**config.mk**
```make
export PLATFORM = sky130hd
export DESIGN_NAME = page_residency_manager
export DESIGN_NICKNAME = d
export VERILOG_FILES = /design/src/design/prm_pkg.sv /design/src/design/page_residency_manager.sv /design/src/design/prm_attr_mem.sv
export SDC_FILE = /design/constraint.sdc
export NUM_CORES = 2
export LEC_CHECK = 0
export BUFFER_PORTS_ARGS = -buffer_cell sky130_fd_sc_hd__buf_4
export CAP_MARGIN = 20
export CORE_MARGIN = 2
export CORE_UTILIZATION = 33
export DETAILED_ROUTE_END_ITERATION = 7
export GPL_TIMING_DRIVEN = 0
export SYNTH_ARGS = -nofsm -noshare
export SYNTH_HDL_FRONTEND = slang
export SYNTH_HIERARCHICAL = 1
export SYNTH_SLANG_ARGS = --single-unit
```
**constraint.sdc**
```tcl
create_clock -name clk -period 9.5 [get_ports clk]
set_input_delay 0.475 -clock clk [delete_from_list [all_inputs] [get_ports clk]]
set_output_delay 0.475 -clock clk [all_outputs]
set_load 0.02 [all_outputs]
```
**src/design/prm_pkg.sv**
```systemverilog
// Package for the page residency manager: codes, state type and default sizes.
// Used by page_residency_manager, prm_checker and the testbench.
`default_nettype none
package prm_pkg;

  localparam int PageSlotsDef     = 32;
  localparam int MaxPrioritiesDef = 8;
  localparam int DirtyListsDef    = 8;
  localparam int RefBitsDef       = 16;

  // action codes
  localparam logic [2:0] ACT_ADD    = 3'd0;
  localparam logic [2:0] ACT_USE    = 3'd1;
  localparam logic [2:0] ACT_REL    = 3'd2;
  localparam logic [2:0] ACT_REMOVE = 3'd3;
  localparam logic [2:0] ACT_CLEAR  = 3'd4;
  localparam logic [2:0] ACT_FLUSH  = 3'd5;
  localparam logic [2:0] ACT_RDUSE  = 3'd6;
  localparam logic [2:0] ACT_RDMAP  = 3'd7;

  // result kinds
  localparam logic [2:0] KIND_DONE  = 3'd0;
  localparam logic [2:0] KIND_EVICT = 3'd1;
  localparam logic [2:0] KIND_MAP   = 3'd2;
  localparam logic [2:0] KIND_UNMAP = 3'd3;
  localparam logic [2:0] KIND_FLUSH = 3'd4;

  // status codes
  localparam logic [2:0] ST_OK     = 3'd0;
  localparam logic [2:0] ST_ABSENT = 3'd1;
  localparam logic [2:0] ST_UNUSED = 3'd2;
  localparam logic [2:0] ST_BUSY   = 3'd3;
  localparam logic [2:0] ST_FULL   = 3'd4;

  // config register indexes
  localparam logic CFG_LIMIT  = 1'b0;
  localparam logic CFG_LEVELS = 1'b1;

  typedef enum logic [3:0] {
    S_IDLE, S_LOOK, S_EVCHK, S_EVICT, S_MAP, S_FLUSH, S_RMV, S_DONE
  } state_t;

  typedef enum logic [1:0] {Q_NONE, Q_PUSH, Q_UNLINK} q_op_t;

endpackage
`default_nettype wire

```
**src/design/page_residency_manager.sv**
```systemverilog
// Top level of the page residency manager: slot table, idle and dirty queues.
// Depends on prm_pkg and prm_attr_mem.
//
//  channel   direction  handshake                fields
//  s_axis    in         s_tvalid/s_tready        tuser action, tdata page..sync_wait
//  m_axis    out        m_tvalid/m_tready        tuser kind, tlast last, tdata rest
//  cfg       in         cfg_we (no wait)         index, 32-bit data
//
// One transaction at a time. Lookup follows accept, then the done result; each
// evicted page takes a victim attribute read, then a pop; each empty idle queue
// is searched in turn, and each flushed or cleared page is popped on its own.
// Reset is synchronous; all queues empty and all slots absent at once.
// A stalled output holds the sequencer; input is taken only when idle.
`default_nettype none
module page_residency_manager
  import prm_pkg::*;
#(
  parameter int PAGE_SLOTS     = PageSlotsDef,
  parameter int MAX_PRIORITIES = MaxPrioritiesDef,
  parameter int DIRTY_LISTS    = DirtyListsDef,
  parameter int REF_BITS       = RefBitsDef
) (
  input  wire logic        clk,
  input  wire logic        rst,
  input  wire logic        s_tvalid,
  output logic             s_tready,
  input  wire logic [2:0]  s_tuser,   // action
  input  wire logic [47:0] s_tdata,   // page, page_size, priority_req, dirty_list,
                                      // mark_dirty, writable, sync_wait, zero pad
  output logic             m_tvalid,
  input  wire logic        m_tready,
  output logic [2:0]       m_tuser,   // kind
  output logic             m_tlast,   // last
  output logic [47:0]      m_tdata,   // page_out, writable_out, sync_out, value,
                                      // status, zero pad
  input  wire logic        cfg_we,
  input  wire logic        cfg_index,
  input  wire logic [31:0] cfg_data
);

  localparam int SW  = $clog2(PAGE_SLOTS);
  localparam int LW  = $clog2(PAGE_SLOTS + 1);
  localparam int PW  = (MAX_PRIORITIES > 1) ? $clog2(MAX_PRIORITIES) : 1;
  localparam int DW  = (DIRTY_LISTS > 1) ? $clog2(DIRTY_LISTS) : 1;
  localparam int PRW = $clog2(MAX_PRIORITIES + 1);
  localparam int TW  = 32 + SW + 1;
  localparam int MW  = DW + 1 + PW + 32;
  localparam logic [LW-1:0] NIL = LW'(PAGE_SLOTS);
  localparam logic [REF_BITS-1:0] REF_MAX = {REF_BITS{1'b1}};

  // config
  logic [31:0] limit;
  logic [3:0]  levels;

  // slot state
  logic                present [PAGE_SLOTS];
  logic                mapped  [PAGE_SLOTS];
  logic                dirty   [PAGE_SLOTS];
  logic [REF_BITS-1:0] refs    [PAGE_SLOTS];
  logic [LW-1:0] inext [PAGE_SLOTS];
  logic [LW-1:0] iprev [PAGE_SLOTS];
  logic [LW-1:0] ihead [MAX_PRIORITIES];
  logic [LW-1:0] itail [MAX_PRIORITIES];
  logic [LW-1:0] dnext [PAGE_SLOTS];
  logic [LW-1:0] dprev [PAGE_SLOTS];
  logic [LW-1:0] dhead [DIRTY_LISTS];
  logic [LW-1:0] dtail [DIRTY_LISTS];
  logic [TW-1:0] total;
  logic [31:0]   map_events;

  // command latch
  state_t      state, state_next;
  logic [2:0]  c_act;
  logic [4:0]  c_page;
  logic [31:0] c_size;
  logic [2:0]  c_prio;
  logic [2:0]  c_list;
  logic        c_md, c_wr, c_sync;
  logic [31:0] psize;
  logic        pwr;
  logic [PW-1:0] pprio;
  logic [DW-1:0] plist;
  logic [PRW-1:0] pr;
  logic [31:0] dval;
  logic [2:0]  dst;

  // memory
  logic          mem_we;
  logic [SW-1:0] mem_ra;
  logic [MW-1:0] mem_wd, mem_rd;
  logic [31:0]   rd_size;
  logic [PW-1:0] rd_prio;
  logic          rd_wr;
  logic [DW-1:0] rd_list;

  prm_attr_mem #(.DEPTH(PAGE_SLOTS), .AW(SW), .DW(MW)) u_mem (
    .clk  (clk),
    .we   (mem_we),
    .waddr(SW'(c_page)),
    .wdata(mem_wd),
    .raddr(mem_ra),
    .rdata(mem_rd)
  );

  assign rd_size = mem_rd[31:0];
  assign rd_prio = mem_rd[32 +: PW];
  assign rd_wr   = mem_rd[32 + PW];
  assign rd_list = mem_rd[33 + PW +: DW];

  // decode of the held command
  logic          pin, here, can_emit, lin, ev_cond;
  logic [SW-1:0] pi;
  logic [DW-1:0] li;
  logic [PRW-1:0] lv;
  logic [LW-1:0] vic, fhead;
  logic [PW-1:0] prio_cl;
  logic [DW-1:0] list_cl;
  logic [31:0]   lk_val;
  logic [2:0]    lk_st;

  assign pin  = 32'(c_page) < PAGE_SLOTS;
  assign pi   = SW'(c_page);
  assign here = pin && present[pi];
  assign lin  = 32'(c_list) < DIRTY_LISTS;
  assign li   = DW'(c_list);
  assign fhead = lin ? dhead[li] : NIL;
  assign vic  = ihead[PW'(pr)];
  assign can_emit = !m_tvalid || m_tready;
  assign prio_cl = (32'(c_prio) < MAX_PRIORITIES) ? PW'(c_prio) : PW'(MAX_PRIORITIES - 1);
  assign list_cl = (32'(c_list) < DIRTY_LISTS) ? DW'(c_list) : DW'(DIRTY_LISTS - 1);
  assign mem_wd = {list_cl, c_wr, prio_cl, c_size};

  always_comb begin
    if (levels == 4'd0) lv = PRW'(1);
    else if (32'(levels) > MAX_PRIORITIES) lv = PRW'(MAX_PRIORITIES);
    else lv = PRW'(levels);
  end

  assign ev_cond = ((total + TW'(psize)) >= TW'(limit)) && (pr < lv);

  // decide the done value and status at lookup
  always_comb begin
    lk_val = '0;
    lk_st  = ST_OK;
    case (c_act)
      ACT_RDUSE: begin
        lk_val = here ? 32'(refs[pi]) : '0;
        lk_st  = here ? ST_OK : ST_ABSENT;
      end
      ACT_RDMAP: lk_val = map_events;
      ACT_ADD: begin
        if (!pin) lk_st = ST_ABSENT;
        else if (present[pi]) lk_st = ST_BUSY;
      end
      ACT_USE: begin
        if (!here) lk_st = ST_ABSENT;
        else if (refs[pi] == REF_MAX) begin
          lk_st = ST_FULL; lk_val = 32'(refs[pi]);
        end else if (refs[pi] != '0 || mapped[pi]) begin
          lk_val = 32'(refs[pi]) + 32'd1;
        end
      end
      ACT_REL: begin
        if (!here) lk_st = ST_ABSENT;
        else if (refs[pi] == '0) lk_st = ST_UNUSED;
        else lk_val = 32'(refs[pi]) - 32'd1;
      end
      ACT_REMOVE: if (!here) lk_st = ST_ABSENT;
      default: ;
    endcase
  end

  // queue operations and emission
  q_op_t         iop, dop;
  logic [PW-1:0] iq;
  logic [DW-1:0] dq;
  logic [SW-1:0] ix, dx;
  logic          emit, e_wr, e_sync, e_last;
  logic [2:0]    e_kind, e_st;
  logic [4:0]    e_page;
  logic [31:0]   e_val;

  always_comb begin
    iop = Q_NONE; iq = rd_prio; ix = pi;
    dop = Q_NONE; dq = rd_list; dx = pi;
    emit = 1'b0; e_kind = KIND_DONE; e_page = '0; e_wr = 1'b0; e_sync = 1'b0;
    e_val = '0; e_st = ST_OK; e_last = 1'b0;
    mem_we = 1'b0;
    mem_ra = pi;
    unique case (state)
      S_IDLE: mem_ra = SW'(s_tdata[4:0]);
      S_LOOK: begin
        if (c_act == ACT_ADD) begin
          mem_we = pin && !present[pi];
        end else if (c_act == ACT_USE) begin
          if (here && refs[pi] != REF_MAX && !(refs[pi] == '0 && !mapped[pi])) begin
            if (refs[pi] == '0) iop = Q_UNLINK;
            if (c_md && !dirty[pi]) dop = Q_PUSH;
          end
        end else if (c_act == ACT_REL) begin
          if (here && refs[pi] == REF_BITS'(1)) iop = Q_PUSH;
        end
      end
      S_EVCHK: mem_ra = vic[SW-1:0];
      S_EVICT: begin
        // keep the victim's attributes on the read port while stalled
        mem_ra = vic[SW-1:0];
        if (can_emit) begin
          emit = 1'b1; e_kind = KIND_EVICT; e_page = 5'(vic[SW-1:0]);
          iop = Q_UNLINK; iq = PW'(pr); ix = vic[SW-1:0];
          if (dirty[vic[SW-1:0]]) begin
            dop = Q_UNLINK; dx = vic[SW-1:0];
          end
        end
      end
      S_MAP: begin
        if (can_emit) begin
          emit = 1'b1; e_kind = KIND_MAP; e_page = c_page; e_wr = pwr;
          if (c_md && !dirty[pi]) begin
            dop = Q_PUSH; dq = plist;
          end
        end
      end
      S_FLUSH: begin
        if (fhead != NIL && (c_act == ACT_CLEAR || can_emit)) begin
          dop = Q_UNLINK; dq = li; dx = fhead[SW-1:0];
          if (c_act == ACT_FLUSH) begin
            emit = 1'b1; e_kind = KIND_FLUSH; e_page = 5'(fhead[SW-1:0]);
            e_sync = c_sync;
          end
        end
      end
      S_RMV: begin
        if (mapped[pi] && can_emit) begin
          emit = 1'b1; e_kind = KIND_UNMAP; e_page = c_page;
          if (refs[pi] == '0) begin
            iop = Q_UNLINK; iq = pprio;
          end
          if (dirty[pi]) begin
            dop = Q_UNLINK; dq = plist;
          end
        end
      end
      S_DONE: begin
        if (can_emit) begin
          emit = 1'b1; e_val = dval; e_st = dst; e_last = 1'b1;
        end
      end
      default: ;
    endcase
  end

  // next state
  always_comb begin
    state_next = state;
    unique case (state)
      S_IDLE: if (s_tvalid) state_next = S_LOOK;
      S_LOOK: begin
        state_next = S_DONE;
        if (c_act == ACT_CLEAR || c_act == ACT_FLUSH) state_next = S_FLUSH;
        else if (c_act == ACT_USE && here && refs[pi] != REF_MAX && refs[pi] == '0
                 && !mapped[pi]) state_next = S_EVCHK;
        else if (c_act == ACT_REMOVE && here) state_next = S_RMV;
      end
      S_EVCHK: begin
        if (!ev_cond) state_next = S_MAP;
        else if (vic != NIL) state_next = S_EVICT;
      end
      S_EVICT: if (can_emit) state_next = S_EVCHK;
      S_MAP:   if (can_emit) state_next = S_DONE;
      S_FLUSH: if (fhead == NIL) state_next = S_DONE;
      S_RMV:   if (!mapped[pi] || can_emit) state_next = S_DONE;
      S_DONE:  if (can_emit) state_next = S_IDLE;
      default: state_next = S_IDLE;
    endcase
  end

  assign s_tready = (state == S_IDLE);

  // sequencer and command registers
  always_ff @(posedge clk) begin
    if (rst) begin
      state <= S_IDLE;
    end else begin
      state <= state_next;
    end
    if (state == S_IDLE && s_tvalid) begin
      c_act  <= s_tuser;
      c_page <= s_tdata[4:0];
      c_size <= s_tdata[36:5];
      c_prio <= s_tdata[39:37];
      c_list <= s_tdata[42:40];
      c_md   <= s_tdata[43];
      c_wr   <= s_tdata[44];
      c_sync <= s_tdata[45];
    end
  end

  // config writes
  always_ff @(posedge clk) begin
    if (rst) begin
      limit  <= 32'hFFFF_FFFF;
      levels <= 4'd8;
    end else if (cfg_we) begin
      case (cfg_index)
        CFG_LIMIT:  limit  <= cfg_data;
        CFG_LEVELS: levels <= cfg_data[3:0];
        default: ;
      endcase
    end
  end

  // slot table, counters and done value
  always_ff @(posedge clk) begin
    if (rst) begin
      for (int i = 0; i < PAGE_SLOTS; i++) begin
        present[i] <= 1'b0;
        mapped[i]  <= 1'b0;
        dirty[i]   <= 1'b0;
        refs[i]    <= '0;
      end
      total      <= '0;
      map_events <= '0;
    end else begin
      unique case (state)
        S_LOOK: begin
          psize <= rd_size; pwr <= rd_wr; pprio <= rd_prio; plist <= rd_list;
          pr <= '0; dval <= lk_val; dst <= lk_st;
          case (c_act)
            ACT_RDMAP: map_events <= '0;
            ACT_ADD: begin
              if (pin && !present[pi]) begin
                present[pi] <= 1'b1; mapped[pi] <= 1'b0;
                refs[pi] <= '0; dirty[pi] <= 1'b0;
              end
            end
            ACT_USE: begin
              if (here && refs[pi] != REF_MAX && (refs[pi] != '0 || mapped[pi])) begin
                refs[pi] <= refs[pi] + 1'b1;
                if (c_md) dirty[pi] <= 1'b1;
              end
            end
            ACT_REL: begin
              if (here && refs[pi] != '0) refs[pi] <= refs[pi] - 1'b1;
            end
            default: ;
          endcase
        end
        S_EVCHK: if (ev_cond && vic == NIL) pr <= pr + 1'b1;
        S_EVICT: begin
          if (can_emit) begin
            dirty[vic[SW-1:0]]  <= 1'b0;
            mapped[vic[SW-1:0]] <= 1'b0;
            total <= total - TW'(rd_size);
          end
        end
        S_MAP: begin
          if (can_emit) begin
            map_events <= map_events + 32'd1;
            total <= total + TW'(psize);
            mapped[pi] <= 1'b1;
            refs[pi] <= REF_BITS'(1);
            dval <= 32'd1;
            if (c_md) dirty[pi] <= 1'b1;
          end
        end
        S_FLUSH: begin
          if (fhead == NIL) begin
            // dval already counts the popped pages
          end else if (c_act == ACT_CLEAR || can_emit) begin
            dirty[fhead[SW-1:0]] <= 1'b0;
            dval <= dval + 32'd1;
          end
        end
        S_RMV: begin
          if (!mapped[pi] || can_emit) begin
            if (mapped[pi]) total <= total - TW'(psize);
            present[pi] <= 1'b0; mapped[pi] <= 1'b0;
            refs[pi] <= '0; dirty[pi] <= 1'b0;
          end
        end
        default: ;
      endcase
    end
  end

  // idle queue links
  always_ff @(posedge clk) begin
    if (rst) begin
      for (int i = 0; i < PAGE_SLOTS; i++) begin
        inext[i] <= NIL; iprev[i] <= NIL;
      end
      for (int j = 0; j < MAX_PRIORITIES; j++) begin
        ihead[j] <= NIL; itail[j] <= NIL;
      end
    end else begin
      case (iop)
        Q_PUSH: begin
          iprev[ix] <= itail[iq];
          inext[ix] <= NIL;
          if (itail[iq] != NIL) inext[itail[iq][SW-1:0]] <= LW'(ix);
          else ihead[iq] <= LW'(ix);
          itail[iq] <= LW'(ix);
        end
        Q_UNLINK: begin
          inext[ix] <= NIL;
          iprev[ix] <= NIL;
          if (ihead[iq] == LW'(ix)) ihead[iq] <= inext[ix];
          if (itail[iq] == LW'(ix)) itail[iq] <= iprev[ix];
          if (iprev[ix] != NIL) inext[iprev[ix][SW-1:0]] <= inext[ix];
          if (inext[ix] != NIL) iprev[inext[ix][SW-1:0]] <= iprev[ix];
        end
        default: ;
      endcase
    end
  end

  // dirty queue links
  always_ff @(posedge clk) begin
    if (rst) begin
      for (int i = 0; i < PAGE_SLOTS; i++) begin
        dnext[i] <= NIL; dprev[i] <= NIL;
      end
      for (int j = 0; j < DIRTY_LISTS; j++) begin
        dhead[j] <= NIL; dtail[j] <= NIL;
      end
    end else begin
      case (dop)
        Q_PUSH: begin
          dprev[dx] <= dtail[dq];
          dnext[dx] <= NIL;
          if (dtail[dq] != NIL) dnext[dtail[dq][SW-1:0]] <= LW'(dx);
          else dhead[dq] <= LW'(dx);
          dtail[dq] <= LW'(dx);
        end
        Q_UNLINK: begin
          dnext[dx] <= NIL;
          dprev[dx] <= NIL;
          if (dhead[dq] == LW'(dx)) dhead[dq] <= dnext[dx];
          if (dtail[dq] == LW'(dx)) dtail[dq] <= dprev[dx];
          if (dprev[dx] != NIL) dnext[dprev[dx][SW-1:0]] <= dnext[dx];
          if (dnext[dx] != NIL) dprev[dnext[dx][SW-1:0]] <= dprev[dx];
        end
        default: ;
      endcase
    end
  end

  // output register
  always_ff @(posedge clk) begin
    if (rst) begin
      m_tvalid <= 1'b0;
    end else if (emit) begin
      m_tvalid <= 1'b1;
    end else if (m_tready) begin
      m_tvalid <= 1'b0;
    end
    if (emit) begin
      m_tuser <= e_kind;
      m_tlast <= e_last;
      m_tdata <= {6'd0, e_st, e_val, e_sync, e_wr, e_page};
    end
  end

endmodule
`default_nettype wire

```
**src/design/prm_attr_mem.sv**
```systemverilog
// Slot attribute memory: one write port, one registered read port.
// Depends on nothing but its parameters.
`default_nettype none
module prm_attr_mem #(
  parameter int DEPTH = 32,
  parameter int AW    = 5,
  parameter int DW    = 39
) (
  input  wire logic          clk,
  input  wire logic          we,
  input  wire logic [AW-1:0] waddr,
  input  wire logic [DW-1:0] wdata,
  input  wire logic [AW-1:0] raddr,
  output logic      [DW-1:0] rdata
);

  logic [DW-1:0] mem [DEPTH];

  // write, and registered read
  always_ff @(posedge clk) begin
    if (we) begin
      mem[waddr] <= wdata;
    end
    rdata <= mem[raddr];
  end

endmodule
`default_nettype wire

```
# --- Word level (Yosys, flattened, before mapping) ---
# Memories as Yosys holds them, arrays and structs flattened. A register that Yosys moved wholly into a read port is not among the register bits.
# Index checks and enable logic that the tools add are counted.
word_totals:
  ram_bits: 2816
  rom_bits: 0
  elab_cells: 483
  memories: 13
  in_bits: 89
  latch_bits: 0
  out_inout_bits: 54
  reg_bits: 284
mem_list:
  columns: ["name", "depth", "width", "rd", "rd_clocked_by_memory_dff", "write_ports", "line", "rtl"]
  rows:
  - ["u_mem.mem", 32, 39, 1, 1, 1, "prm_attr_mem.sv:17", "logic [DW-1:0] mem [DEPTH];"]
  - ["refs", 32, 16, 1, 1, 32, "page_residency_manager.sv:59", "logic [REF_BITS-1:0] refs [PAGE_SLOTS];"]
  - ["dnext", 32, 6, 1, 0, 32, "page_residency_manager.sv:64", "logic [LW-1:0] dnext [PAGE_SLOTS];"]
  - ["dprev", 32, 6, 1, 0, 32, "page_residency_manager.sv:65", "logic [LW-1:0] dprev [PAGE_SLOTS];"]
  - ["inext", 32, 6, 1, 0, 32, "page_residency_manager.sv:60", "logic [LW-1:0] inext [PAGE_SLOTS];"]
  - ["iprev", 32, 6, 1, 0, 32, "page_residency_manager.sv:61", "logic [LW-1:0] iprev [PAGE_SLOTS];"]
  - ["7 more memories", null, null, null, null, null, null, null]
op_classes:
  n_mux: 291
  div: 0
  mul: 0
  add_sub_neg: 10
  n_shift: 0
  n_bitwise: 20
  magnitude_cmp: 3
  n_reduce_logical: 72
  n_eq_ne: 47
ops:
  columns: ["cell", "count"]
  rows:
  - ["32-bit 2-to-1 mux", 7]
  - ["5-bit 2-to-1 mux", 31]
  - ["1-bit 2-to-1 mux", 154]
  - ["38-bit 2-to-1 mux", 4]
  - ["6-bit 2-to-1 mux", 22]
  - ["32-bit one-hot mux with 4 select lines", 1]
  - ["38-bit one-hot mux with 3 select lines", 1]
  - ["16-bit 2-to-1 mux", 6]
  - ["32-bit one-hot mux with 3 select lines", 1]
  - ["6-bit OR reduction", 14]
  - ["38-bit by 32-bit subtractor with 38-bit output", 2]
  - ["32-bit by 1-bit adder with 32-bit output, second input constant", 2]
  - ["32-bit one-hot mux with 2 select lines", 1]
  - ["3-bit 2-to-1 mux", 20]
  - ["17-bit 2-to-1 mux", 3]
  - ["6-bit != test, second input constant", 8]
  - ["4-bit 2-to-1 mux", 11]
  - ["38-bit by 32-bit adder with 38-bit output", 1]
  - ["38-bit by 32-bit greater-or-equal comparator with 1-bit output", 1]
  - ["2-bit 2-to-1 mux", 17]
  - ["4-bit one-hot mux with 8 select lines", 1]
  - ["6-bit by 5-bit equality test with 1-bit output", 4]
  - ["3-bit one-hot mux with 4 select lines", 2]
  - ["2-bit != test, second input constant", 11]
  - ["other kinds (47)", 118]

# --- Logic depth before layout (Yosys ltp) ---
logic_depth:
  ltp_word: 15
  ltp_mapped: 30
  mapped_depth_nobuf: 30

# --- Cells and area by module ---
# The synthesis kept the hierarchy.
modules_own_cells:
  columns: ["module", "area_each_um2", "cells_per_inst", "seq_area_each_um2", "n_inst"]
  rows:
  - ["page_residency_manager", 92523.7, 7598, 54702.5, 1]
  - ["prm_attr_mem", 49497.5, 2743, 38256.7, 1]

# --- Least setup slack after synthesis ---
# No wires, ideal clock.
synth_path:
  path_kind: "register -> register"
  start: "register (tool-made name)"
  end: "memory ihead[0][0] (netlist bit), enable pin"
  setup_slack_ns: 2.202
  setup_time_ns: 0.377
  arrival_time_ns: 6.921
  synth_period_minus_slack_ns: 7.298
  t_required_ns: 9.123
  path_buffers: 8
  stages_incl_launch_ff: 25
  cell_sequence: "dfxtp_1 buf_2 buf_2 buf_2 buf_1 clkbuf_1 clkbuf_1 mux4_2 mux4_2 mux2i_1 ha_1 inv_1 a2111o_1 or4_4 o311ai_4 buf_4 nand2b_1 o22ai_1 nor4_1 xnor2_1 nand4_1 nor4_4 nor2_1 clkbuf_1 o21ai_0"
synth_lines:
  columns: ["element", "line", "rtl"]
  rows:
  - ["end: declaration", "page_residency_manager.sv:62", "logic [LW-1:0] ihead [MAX_PRIORITIES];"]

==> impl_metrics.prom <==
# TYPE chip_impl_metric gauge
chip_impl_metric{name="gr-usage-all-layers",unit=""} 0.208
chip_impl_metric{name="drtIter0Drc",unit=""} 11900
chip_impl_metric{name="synth_top_cell_area_share",unit=""} 0.632
chip_impl_metric{name="timing.fmax",unit="MHz"} 104
chip_impl_metric{name="fin_total_pwr",unit="W"} 0.0542
chip_impl_metric{name="synth_sequential_area_ratio",unit=""} 0.655
chip_impl_info{name="synth_top_flop_cell",value="edfxtp_1"} 1
chip_impl_metric{name="synthesis.area",unit="mm^2"} 0.142
chip_impl_metric{name="vias_per_cell",unit=""} 5.62
chip_impl_metric{name="crit_fanout",unit=""} 10
chip_impl_metric{name="die_h",unit="um"} 660
chip_impl_info{name="rsz0062_at_grt",value="false"} 1
chip_impl_metric{name="floorplan.rows",unit=""} 240
chip_impl_info{name="cts_root_buf",value="clkbuf_16"} 1
chip_impl_metric{name="antenna_found_initial",unit=""} 33
chip_impl_metric{name="finish.net_count",unit=""} 11200
chip_impl_metric{name="synth-warning-count",unit=""} 6
chip_impl_metric{name="route.detailed.drc",unit=""} 0
chip_impl_info{name="synth.most_common_cell",value="edfxtp_1"} 1
chip_impl_metric{name="die_x",unit="um"} 660
chip_impl_metric{name="total_leakage_power",unit="nW"} 55.5
chip_impl_metric{name="worstPathRequired",unit="ns"} 10.08
chip_impl_metric{name="grt_max_degree",unit=""} 42
chip_impl_metric{name="final.min_clock_period",unit="ns"} 9.59
chip_impl_metric{name="place.port_buffers",unit=""} 134
chip_impl_metric{name="finalWeightedCongestion",unit=""} 0.994
chip_impl_metric{name="synth-async-reset-ratio",unit=""} 0
chip_impl_metric{name="post_route_cells_drive_above_1_share",unit=""} 0.131
chip_impl_metric{name="num_vias",unit=""} 95500
chip_impl_metric{name="power_density",unit="mW/mm^2"} 329
chip_impl_info{name="area_contributors_post_synth",value="edfxtp_1, mux2i_1, mux4_2"} 1
chip_impl_metric{name="count_of_final_hold_check_violations",unit=""} 0
chip_impl_metric{name="detail-route-antenna-nets",unit=""} 0
chip_impl_metric{name="timing.clock.skew",unit="ns"} 0.111
chip_impl_metric{name="numClockSinks",unit=""} 3149
chip_impl_metric{name="cts.reportedPaths.clkPinSlew",unit="ns"} 0.06
chip_impl_info{name="violations_in_the_final_reports",value="negative setup slack"} 1
chip_impl_info{name="critical_path.endpoint_type",value="register"} 1
chip_impl_metric{name="clk_latency",unit="ns"} 0.99
chip_impl_info{name="run_status",value="complete, but fails checks"} 1
chip_impl_info{name="clock_tree_from_tritoncts",value="yes"} 1
chip_impl_metric{name="synth_cell_type_count",unit=""} 105
chip_impl_metric{name="pre_cts_ws",unit="ns"} -2.07
chip_impl_metric{name="drtPass1Iterations",unit=""} 6
chip_impl_metric{name="postRouteWirelength",unit="um"} 468000
chip_impl_metric{name="max-vdd-ir-drop",unit="mV"} 0.236
chip_impl_metric{name="core_area",unit="mm^2"} 0.428
chip_impl_metric{name="finalHoldWorstSlack",unit="ns"} 0.224
chip_impl_metric{name="setup_viol_count_final",unit=""} 12
chip_impl_metric{name="post-route-worst-setup-slack",unit="ns"} -0.0922
chip_impl_metric{name="drv.max_cap_violation_count",unit=""} 0
chip_impl_info{name="critical_path_class",value="register to register"} 1
chip_impl_metric{name="layout-area-overhead-vs-synth",unit="%"} 15.8
chip_impl_metric{name="min_period_over_period",unit=""} 1.01
chip_impl_metric{name="cts-htree-levels",unit=""} 5
chip_impl_metric{name="routedWlPerCell",unit="um"} 27.5
chip_impl_metric{name="synth_enable_flop_cells",unit=""} 2989
chip_impl_metric{name="totalNegativeSetupSlack",unit="ns"} -0.845
chip_impl_metric{name="slew_headroom",unit=""} 0.183
chip_impl_metric{name="detailedPlacementHpwl",unit="um"} 333000
chip_impl_metric{name="timing_worst_slew_pin_value",unit="ns"} 1.23
chip_impl_metric{name="ctsLongestPathBuffers",unit=""} 4
chip_impl_metric{name="cts-buffers-inserted",unit=""} 343
chip_impl_info{name="hold_path_class",value="input pin to register"} 1
chip_impl_metric{name="wire_length_of_the_first_global_routing_pass",unit="um"} 662000
chip_impl_metric{name="arrival_worst_endpoint",unit="ns"} 10.17
chip_impl_metric{name="finalMaxSlewViolations",unit=""} 0
chip_impl_metric{name="synth.avg_cell_area",unit="um^2"} 13.7
chip_impl_metric{name="dieArea",unit="mm^2"} 0.436
chip_impl_info{name="synth.top_cells.by_count",value="edfxtp_1, nor2_1, mux2i_1"} 1
chip_impl_metric{name="number_of_cells_produced_by_synthesis",unit=""} 10300
chip_impl_metric{name="initial_core_util",unit=""} 0.332
chip_impl_metric{name="synth.ff_latch_count",unit=""} 3149
chip_impl_metric{name="design.portCount",unit=""} 143
chip_impl_metric{name="gr-total-overflow",unit=""} 0
chip_impl_metric{name="place.detailed.instances",unit=""} 16200
chip_impl_info{name="cp-start-kind",value="register"} 1
chip_impl_metric{name="layoutNonFillerInstCount",unit=""} 17000
chip_impl_metric{name="first_global_vias",unit=""} 92300
chip_impl_info{name="yosys.area.top_type",value="edfxtp_1"} 1
## critical path, cell delays in order, from the launching register on
cell and delay [ns]:
dfxtp_1 0.37, buf_1 0.63, mux4_2 0.42, mux2_2 0.33, buf_4 0.22, mux4_2 0.30, mux2i_1 0.62, a22oi_1 0.34
nand3_2 0.27, mux2_2 0.38, clkbuf_1 0.72, buf_2 0.57, buf_1 0.80, mux2i_1 0.54, o22ai_1 0.17, a2111o_1 0.49
nor2_1 0.60, nand2_1 0.18, clkbuf_1 0.33, nor3_2 0.54, or3_1 0.38
## flip-flops by register name, summed over array words and instances, names as in the netlist, 5 cells and up, named ones only
register     flops
u_mem/mem     1248
refs           512
dnext          192
dprev          192
inext          192
iprev          192
dhead           48
dtail           48
ihead           48
itail           48
m_tdata         42
u_mem/rdata     39
total           38
c_size          32
dirty           32
dval            32
limit           32
map_events      32
mapped          32
present         32
psize           32
c_page           5
## layout by cell type (no fill, tap or decap), types with 41 or more instances in the layout
cell type / synthesis / layout
nand3_1: 377 / 376
buf_2: 118 / 121
nor3_1: 149 / 143
mux2i_1: 832 / 828
xnor2_1: 87 / 87
a22o_1: 97 / 97
o22ai_1: 343 / 343
o21ai_0: 162 / 152
buf_4: 58 / 212
nor2_1: 1362 / 1328
a22oi_1: 209 / 209
dfxtp_1: 160 / 160
a31oi_1: 55 / 55
clkbuf_1: 459 / 537
nand2b_1: 91 / 91
xor2_1: 69 / 69
clkinv_1: 3 / 81
a21o_1: 58 / 58
inv_1: 99 / 98
mux4_2: 353 / 353
mux2_2: 51 / 51
buf_1: 52 / 49
nand4_1: 53 / 53
buf_6: 36 / 41
or3_1: 42 / 41
and3_1: 70 / 70
o22a_1: 54 / 54
ha_1: 106 / 106
o31ai_1: 77 / 77
o211ai_1: 54 / 54
nand2_1: 769 / 765
and2_1: 59 / 59
clkbuf_16: 0 / 349
a21oi_1: 307 / 299
dlygate4sd3_1: 0 / 85
edfxtp_1: 2989 / 2989
## final timing paths
| check | start | end | slack, ns | cells past startpoint |
|---|---|---|---|---|
| worst max-delay path | register | dprev[5][1] | -0.09 | 20 |
| worst min register to register | u_mem/rdata[29] | psize[29] | 0.36 | 0 |
| worst min-delay path | s_tdata[17] | c_size[12] | 0.22 | 2 |
| worst max register to register | register | dprev[5][1] | -0.09 | 20 |
## per-stage QoR
step | util | area, um^2
CTS | 0.383 | 164000
global placement | 0.351 | 150000
floorplan | - | 142000
finish | 0.384 | 164000
detailed placement | 0.355 | 152000
global route | 0.384 | 164000
## layout make-up
type,instances,area (um^2)
clock inverters,189,1940
flip-flops and latches,3149,93000
plain buffers,739,3640
clock buffers,440,9150
well taps,5687,7120
repair buffers,329,3780
multi-input cells,6349,45400
inverters,106,398
diodes,13,32.5
fillers,40300,263000
## routing by layer
metal  share of wire  GRT usage  vias up
met1            0.40      0.276    48200
met4           0.054     0.0979        4
li1                -          -    41100
met3           0.090     0.0349     1121
met2            0.46      0.332     5041
met5        0.000058          0        -
## logic make-up (layout without fill, tap and decap cells)
logic type | count (synthesis) | after routing | synth area share
XOR/XNOR | 156 | 156 | 0.00962
AND/OR/NAND/NOR | 3149 | 3149 | 0.0979
multiplexers | 1239 | 1239 | 0.119
flip-flops | 3149 | 3149 | 0.655
adder cells (fa/ha/maj) | 108 | 108 | 0.00962
AO/OA/AOI/OAI | 1691 | 1691 | 0.0809
other | 1 | 19 | 0.0000264
buffers and inverters | 848 | 1803 | 0.0283
## report_power, final
part / leakage [nW] / total (W) / internal, W / switching (W)
Combinational: 20.3 / 0.0239 / 0.00734 / 0.0166
Clock: 5.37 / 0.0134 / 0.00770 / 0.00568
Sequential: 29.8 / 0.0169 / 0.0163 / 0.000571
## timing repair
action                     in CTS  in global routing
hold buffers                   85                  0
hold endpoints to repair       93                  0
setup endpoints to repair    2605                868
resized for setup              36                 10
gates cloned                    0                  0
pin swaps                       0                  1
buffers inserted                0                  3
Power figures use the tool's default switching activity.
